--- src/design/bilinear_wrap_texture_sampler_macros.svh ---
// assertion macros for the bilinear wrap texture sampler
`ifndef BILINEAR_WRAP_TEXTURE_SAMPLER_MACROS_SVH
`define BILINEAR_WRAP_TEXTURE_SAMPLER_MACROS_SVH
`ifndef NO_ASSERTIONS
`define BWTS_ASSERT_IMP(lbl, ante, cons) \
    lbl: assert property (@(posedge clk) disable iff (!rst_n) (ante) |-> cons) \
        else $error("bwts assertion failed");
`define BWTS_ASSERT_NXT(lbl, ante, cons) \
    lbl: assert property (@(posedge clk) disable iff (!rst_n) (ante) |=> (cons)) \
        else $error("bwts assertion failed");
`else
`define BWTS_ASSERT_IMP(lbl, ante, cons)
`define BWTS_ASSERT_NXT(lbl, ante, cons)
`endif
`endif

--- src/design/bwts_pkg.sv ---
// shared types, constants and helpers of the bilinear wrap texture sampler
package bwts_pkg;

    localparam int MAX_SIDE  = 256;
    localparam int SIDE_W    = $clog2(MAX_SIDE);
    localparam int SIZE_W    = SIDE_W + 1;
    localparam int CFG_W     = 9;
    localparam int FRAC_BITS = 16;
    localparam int COORD_W   = 32;
    localparam int ADDR_W    = 2 * SIDE_W;
    localparam int TEX_DEPTH = MAX_SIDE * MAX_SIDE;
    localparam int CH_W      = 8;
    localparam int NUM_CH    = 3;
    localparam int POS_W     = FRAC_BITS + SIZE_W;
    localparam int H_W       = CH_W + FRAC_BITS;

    localparam logic [CH_W-1:0] GRAY_LEVEL = 8'd128;

    // channel 2 red, 1 green, 0 blue
    typedef logic [NUM_CH-1:0][CH_W-1:0] rgb_t;

    typedef enum logic [1:0] {
        OP_WRITE  = 2'd0,
        OP_SAMPLE = 2'd1,
        OP_CLEAR  = 2'd2
    } opcode_t;

    typedef enum logic [0:0] {
        REG_TEX_WIDTH  = 1'b0,
        REG_TEX_HEIGHT = 1'b1
    } cfg_reg_t;

    typedef struct packed {
        logic wr;
        logic smp;
        logic clr;
    } ctl_t;

    // zero counts as one, anything above the store side saturates
    function automatic logic [SIZE_W-1:0] eff_size(input logic [CFG_W-1:0] r);
        logic [SIZE_W-1:0] s;
        if (r == '0)
            s = SIZE_W'(1);
        else if (r > CFG_W'(MAX_SIDE))
            s = SIZE_W'(MAX_SIDE);
        else
            s = r[SIZE_W-1:0];
        return s;
    endfunction

endpackage

--- src/design/bwts_axis.sv ---
// one axis of the address stage: scaled position, neighbour indices and weight
module bwts_axis
    import bwts_pkg::*;
(
    input  logic                 clk,
    input  logic [FRAC_BITS-1:0] frac,
    input  logic [SIZE_W-1:0]    size,
    output logic [SIDE_W-1:0]    idx0,
    output logic [SIDE_W-1:0]    idx1,
    output logic [FRAC_BITS-1:0] weight
);

    localparam logic [POS_W-1:0] HALF = POS_W'(1) << (FRAC_BITS - 1);

    logic [POS_W-1:0]  pos_reg;
    logic [POS_W-1:0]  pos_next;
    logic [SIZE_W-1:0] hi;

    // position plus half a texel, never negative
    assign pos_next = POS_W'(frac) * POS_W'(size) + HALF;

    always_ff @(posedge clk)
    begin
        pos_reg <= pos_next;
    end

    assign hi = pos_reg[POS_W-1:FRAC_BITS];

    // wrap minus one to the last texel and size to the first
    assign idx0   = (hi == '0) ? SIDE_W'(size - 1'b1) : SIDE_W'(hi - 1'b1);
    assign idx1   = (hi >= size) ? '0 : hi[SIDE_W-1:0];
    assign weight = pos_reg[FRAC_BITS-1:0];

endmodule

--- config.mk ---
export PLATFORM = sky130hd
export DESIGN_NAME = bwts_axis
export DESIGN_NICKNAME = d
export VERILOG_FILES = /design/src/design/bilinear_wrap_texture_sampler_macros.svh /design/src/design/bwts_pkg.sv /design/src/design/bwts_axis.sv
export SDC_FILE = /design/constraint.sdc
export NUM_CORES = 1
export LEC_CHECK = 0
export BUFFER_PORTS_ARGS = -buffer_cell sky130_fd_sc_hd__buf_2
export CORE_MARGIN = 3
export CORE_UTILIZATION = 61
export DETAILED_ROUTE_END_ITERATION = 10
export HOLD_SLACK_MARGIN = 0.15
export PLACE_DENSITY = 0.86
export SETUP_SLACK_MARGIN = 0.2
export SLEW_MARGIN = 20
export SYNTH_ARGS = -nofsm -noshare
export SYNTH_HDL_FRONTEND = slang
export SYNTH_SLANG_ARGS = --single-unit
--- constraint.sdc ---
create_clock -name clk -period 8.7 [get_ports clk]
set_input_delay 0.435 -clock clk [delete_from_list [all_inputs] [get_ports clk]]
set_output_delay 0.435 -clock clk [all_outputs]
set_load 0.05 [all_outputs]
==> impl_metrics.json, run 1 <==
{
  "dp.cells": 760,
  "antenna_found_initial": 0,
  "ctsHoldBuffers": 0,
  "power.static_leakage_nw": 3.136,
  "gp_congestion": 0.9108,
  "outcome": "finished, final reports clean",
  "initial_core_util": 0.6417,
  "portBuffers": 57,
  "syn-mean-instance-area_sq_um": 9.086,
  "wl_per_cell_um": 16.92,
  "viasPerCell": 5.763,
  "min_period_ps": 5217,
  "critPathArrivalTime_ps": 5400,
  "syn-num-nets": 830,
  "synthMuxAreaShare": 0.001746,
  "cts_max_level": 1,
  "ys_seq_elements": 25,
  "synth_compound_area_frac": 0.08708,
  "dp_hpwl_um": 10690,
  "layout_common_cells": "inv_1 (104), fa_1 (99), and2_1 (83)",
  "cts_root_buffer": "clkbuf_8",
  "yosys.area_share.simple": 0.1794,
  "finalWirelength_um": 12930,
  "maxCapViolCount": 0,
  "mostFrequentLayoutCell": "inv_1",
  "clock.fmax_mhz": 191.7,
  "hp-class": "primary input to register",
  "setup_tns_ps": 0,
  "final_hold_viol_count": 0,
  "path_class": "primary input to register",
  "synth_top_cell_by_area": "fa_1",
  "maxSlewViolCount": 0,
  "grt_max_degree": 21,
  "fin_util": 0.6720,
  "synthAdderAreaFrac": 0.5072,
  "clkSinkCount": 25,
  "required_ps": 8880,
  "vias": 4403,
  "finalNonFillerCells": 764,
  "ant_nets": 0,
  "rsz0062_at_grt": "false",
  "grt_pass1_vias": 4638,
  "cts_setup_buffers": 0,
  "fillers": 694,
  "path_max_fanout": 20,
  "drive_above_1_share": 0.1067,
  "whs_path_depth": 2,
  "final_nets": 856,
  "synth_top_area_frac": 0.3457,
  "overflow": 0,
  "yosys.area_share.xor_xnor": 0.03514,
  "tritoncts": "yes",
  "synth_top_family_by_area": "adder cells",
  "tightest_slew_ps": 487.0,
  "ys_seq_area_frac": 0.08730,
  "dieHeight_um": 102.9,
  "drtIter0Drc": 442,
  "drc": 0,
  "drtPass1Iterations": 5,
  "ys_top_cells_by_area": "fa_1 (35%), ha_1 (16%), and2_1 (9.1%)",
  "synth_edf_count": 0,
  "critPathLaunchType": "primary input",
  "final-setup-viol-count": 0,
  "clock_path_buffers": 2,
  "synthArstFlopShare": 0,
  "synthCells": 631,
  "dieArea_sq_um": 10600,
  "cts.clk_slew.worst_paths_ps": 100,
  "synth_flop_cell": "dfxtp_1",
  "synth_warnings": 0,
  "netlist_area_sq_um": 5733,
  "rows": 34,
  "syn2layout_area_growth_pct": 4.714,
  "ios": 58,
  "cts_made_buffers": 3,
  "largest_reg_flops": 25,
  "track_usage": 0.2600,
  "core-area_sq_um": 8934,
  "diodes": 0,
  "cts_resized": 0,
  "grt_first_pass_wirelength_um": 21530,
  "crit_path_end_kind": "register",
  "fin_crit_sh": 0.5996,
  "ys_types": 51,
  "maxSlewHeadroom": 0.6734,
  "die_x_um": 102.9,
  "ir_drop_mv": 0.2278,
  "power_density_nw_per_um2": 380.4
}
## through the flow
| stage | power, mW | cell area, sq um | worst slack, ps | hold WS [ps] |
|---|---|---|---|---|
| finish | 2.284 | 6003 | 3483 | 479.5 |
| global route | 2.507 | 6003 | 3250 | 508.3 |
| CTS | 2.283 | 6003 | 3532 | 483.0 |
| detailed placement | 2.200 | 5958 | 3229 | 776.6 |
| global placement | 2.116 | 5958 | 3339 | 764.5 |
| floorplan | 1.801 | 5733 | 3581 | 562.3 |
## critical path: stages
cell       delay [ps]
buf_2             340
and2_1            220
fa_1              440
fa_1              470
fa_1              550
inv_1              50
fa_1              540
inv_1              50
ha_1              280
ha_1              390
a2111oi_4         340
o21ai_2           140
a221oi_4          330
o2111ai_1         270
a221o_1           410
xnor2_1           130
## path summary, 6_finish.rpt
| check | from | end | slack (ps) |
|---|---|---|---|
| worst max-delay path | size[3] | pos_reg[24] | 3480 |
| worst min-delay path | frac[0] | pos_reg[0] | 480 |
## Yosys cell counts (2+ instances only)
cell and n:
nand3b_1 2, ha_1 74, buf_4 16, fa_1 99, nor2_1 6, o31ai_1 2
a21o_1 5, o21ai_0 8, a21oi_1 23, o21a_1 3, nand3_1 6, dfxtp_1 25
inv_1 104, xnor2_1 14, a211oi_1 4, clkbuf_1 19, nand2_1 82, nand2b_1 2
nor3_1 7, o2111ai_1 2, o221ai_1 2, and2_1 83, o211ai_1 6, a31oi_1 2
xor2_1 9
## layout make-up
cell class,count,area [sq um],share of cell area
tap,108,135.1,0.02251
sequential,25,500.5,0.08337
clock buffer,4,45.04,0.007503
timing repair buffer,57,285.3,0.04752
inverter,104,390.4,0.06503
multi-input combinational,466,4647,0.7741
## routing by layer
| metal | up-vias | GRT usage | part of all wire |
|---|---|---|---|
| li1 | 2024 | - | - |
| met2 | 208 | 0.4489 | 0.51 |
| met5 | - | 0 | 0 |
| met3 | 26 | 0.05954 | 0.092 |
| met1 | 2145 | 0.3300 | 0.38 |
| met4 | 0 | 0.06773 | 0.024 |
## report_power, final
group | switching [mW] | internal (mW)
registers | 0.0533 | 0.188
logic | 1.22 | 0.741
clock network | 0.0445 | 0.0330
## cells by family after synthesis
family	after synthesis
buf+inv	140
xor+xnor	23
simple gates	199
flops	25
mux	1
compound gates	70
fa+ha+maj	173
Power figures use the tool's default switching activity.
==> inputs of run 2 (changes only) <==
ABC_AREA = 1   (was not set)
clock period = 5.4 ns   (was 8.7 ns; I/O delays follow)
==> impl_metrics.json, run 2 <==
{
  "synthTopCellsByCount": "nand2_1 (216), inv_1 (207), fa_1 (99), ha_1 (74), clkbuf_1 (31)",
  "cts_resized": 0,
  "maxCapViolCount": 0,
  "slowest_delay_ps": 550,
  "grt_max_degree": 19,
  "yosys.area_share.simple": 0.2002,
  "rows": 35,
  "antenna_found_initial": 0,
  "die_x_um": 105.6,
  "synthArstFlopShare": 0,
  "outcome": "finished, final reports clean",
  "whs_path_depth": 3,
  "fillers": 820,
  "synth_edf_count": 0,
  "fin_util": 0.6660,
  "layout_common_cells": "nand2_1 (216), inv_1 (207), fa_1 (99)",
  "cts.clk_slew.worst_paths_ps": 90,
  "ios": 58,
  "overflow": 0,
  "ys_top_cells_by_area": "fa_1 (33%), ha_1 (15%), nand2_1 (13%)",
  "tritoncts": "yes",
  "min_period_ps": 4378,
  "syn2layout_area_growth_pct": 4.007,
  "hold_start": "frac[0]",
  "clock_path_buffers": 2,
  "drc": 0,
  "synth_compound_area_frac": 0.04255,
  "synth_flop_cell": "dfxtp_1",
  "drive_above_1_share": 0.09646,
  "grt_pass1_vias": 5164,
  "yosysMostFrequentCell": "nand2_1",
  "yosys.area_share.xor_xnor": 0.02458,
  "power.static_leakage_nw": 4.034,
  "syn-mean-instance-area_sq_um": 7.496,
  "worst_slack_ps": 1022,
  "final_nets": 1019,
  "synth_top_cell_by_area": "fa_1",
  "dp_hpwl_um": 10880,
  "whs_ps": 293.7,
  "clock.fmax_mhz": 228.4,
  "netlist_area_sq_um": 6057,
  "core-area_sq_um": 9459,
  "ys_seq_area_frac": 0.08263,
  "final_hold_viol_count": 0,
  "synthCells": 808,
  "min_to": "pos_reg[0]",
  "synthMuxAreaShare": 0,
  "gp_congestion": 0.9078,
  "critPathLaunchType": "primary input",
  "vias": 4874,
  "track_usage": 0.2501,
  "fin_crit_sh": 0.8107,
  "required_ps": 5570,
  "crit_top_cell": "fa_1",
  "cts_made_buffers": 3,
  "synth_warnings": 0,
  "synthAdderAreaFrac": 0.4801,
  "cts_max_level": 1,
  "wl_per_cell_um": 13.40,
  "ant_nets": 0,
  "drtIter0Drc": 271,
  "ir_drop_mv": 0.3718,
  "tightest_slew_ps": 401.2,
  "ys_types": 33,
  "cts_root_buffer": "clkbuf_8",
  "synth_top_family_by_area": "adder cells",
  "hp-class": "primary input to register",
  "path_max_fanout": 17,
  "ctsHoldBuffers": 0,
  "drtPass1Iterations": 7,
  "dieArea_sq_um": 11160,
  "critPathArrivalTime_ps": 4540,
  "worstPathCellList": "buf_2, nand2_1, fa_1, inv_1, fa_1, fa_1, fa_1, fa_1, ha_1, nand2_1, nor2_1, a21boi_1, o21ai_1, nand4_1, nand2_1",
  "syn-num-nets": 1007,
  "setup_tns_ps": 0,
  "pre_cts_slack_ps": 762.2,
  "viasPerCell": 5.141,
  "initial_core_util": 0.6403,
  "design_area_sq_um": 6300,
  "rsz0062_at_grt": "false",
  "synth_top_area_frac": 0.3272,
  "mostFrequentLayoutCell": "nand2_1",
  "power_density_nw_per_um2": 579.4,
  "cts_setup_buffers": 0,
  "path_class": "primary input to register",
  "maxSlewViolCount": 0,
  "portBuffers": 57,
  "crit_path_end_kind": "register",
  "final-setup-viol-count": 0,
  "finalWirelength_um": 12700,
  "largest_reg_flops": 25,
  "maxSlewHeadroom": 0.7325,
  "slowest_stage": "fa_1",
  "grt_first_pass_wirelength_um": 23120,
  "dieHeight_um": 105.6,
  "clkSinkCount": 25,
  "diodes": 0,
  "dpl_cell_area_sq_um": 6255,
  "ys_seq_elements": 25
}
[run 2: cell count changes after synthesis, sizes merged, moves of 4 or more]
cell,change
nand2,+143
inv,+104
and2,-82
nor2,+24
nand3,+22
clkbuf,+12
xnor2,-9
o211ai,-6
o21bai,+6
nor3,-5
a211oi,-4
[run 2: worst max-delay path by stage]
stage	startpoint	to
final	size[3]	pos_reg[24]
after floorplan	size[3]	pos_reg[24]
after CTS	size[3]	pos_reg[24]
after global routing	size[2]	pos_reg[24]
after global placement	size[3]	pos_reg[24]
after detailed placement	size[3]	pos_reg[24]
[run 2: logic make-up after synthesis]
kind of cell               Yosys count
adders and majority gates          173
DFF                                 25
AOI/OAI and AO/OA                   44
xor gates and xnor gates            17
and+or+nand+nor                    291
buffers and inverters              258
[run 2: worst max-delay path, delay by kind of cell]
kind | cells | cell delay [ps]
AND/OR/NAND/NOR | 5 | 700
buffers and inverters | 2 | 370
AO/OA/AOI/OAI | 2 | 280
adder cells (fa/ha/maj) | 6 | 2910
[run 2: area by class of cell]
type | count | area (sq um) | share of cell area
flip-flops and latches | 25 | 500.5 | 0.07944
inverters | 208 | 780.7 | 0.1239
repair buffers | 57 | 285.3 | 0.04528
well taps | 129 | 161.4 | 0.02562
multi-input cells | 525 | 4527 | 0.7186
clock buffers | 4 | 45.04 | 0.007150
[run 2: where the power goes]
| group | switching (mW) | internal, mW |
|---|---|---|
| clock network | 0.0629 | 0.0528 |
| registers | 0.0700 | 0.303 |
| logic | 2.09 | 1.08 |
[run 2: metal layers]
metal	part of all wire	track usage	up-vias
met4	0.029	0.08511	0
li1	-	-	2352
met3	0.053	0.03674	28
met5	0	0	-
met2	0.52	0.4476	144
met1	0.40	0.3076	2350
[run 2: metrics by stage]
stage	total power, mW	std cells
6_report	3.650	948
5_1_grt	4.125	948
4_1_cts	3.677	948
3_5_place_dp	3.545	944
3_3_place_gp	3.487	944
2_1_floorplan	2.921	808
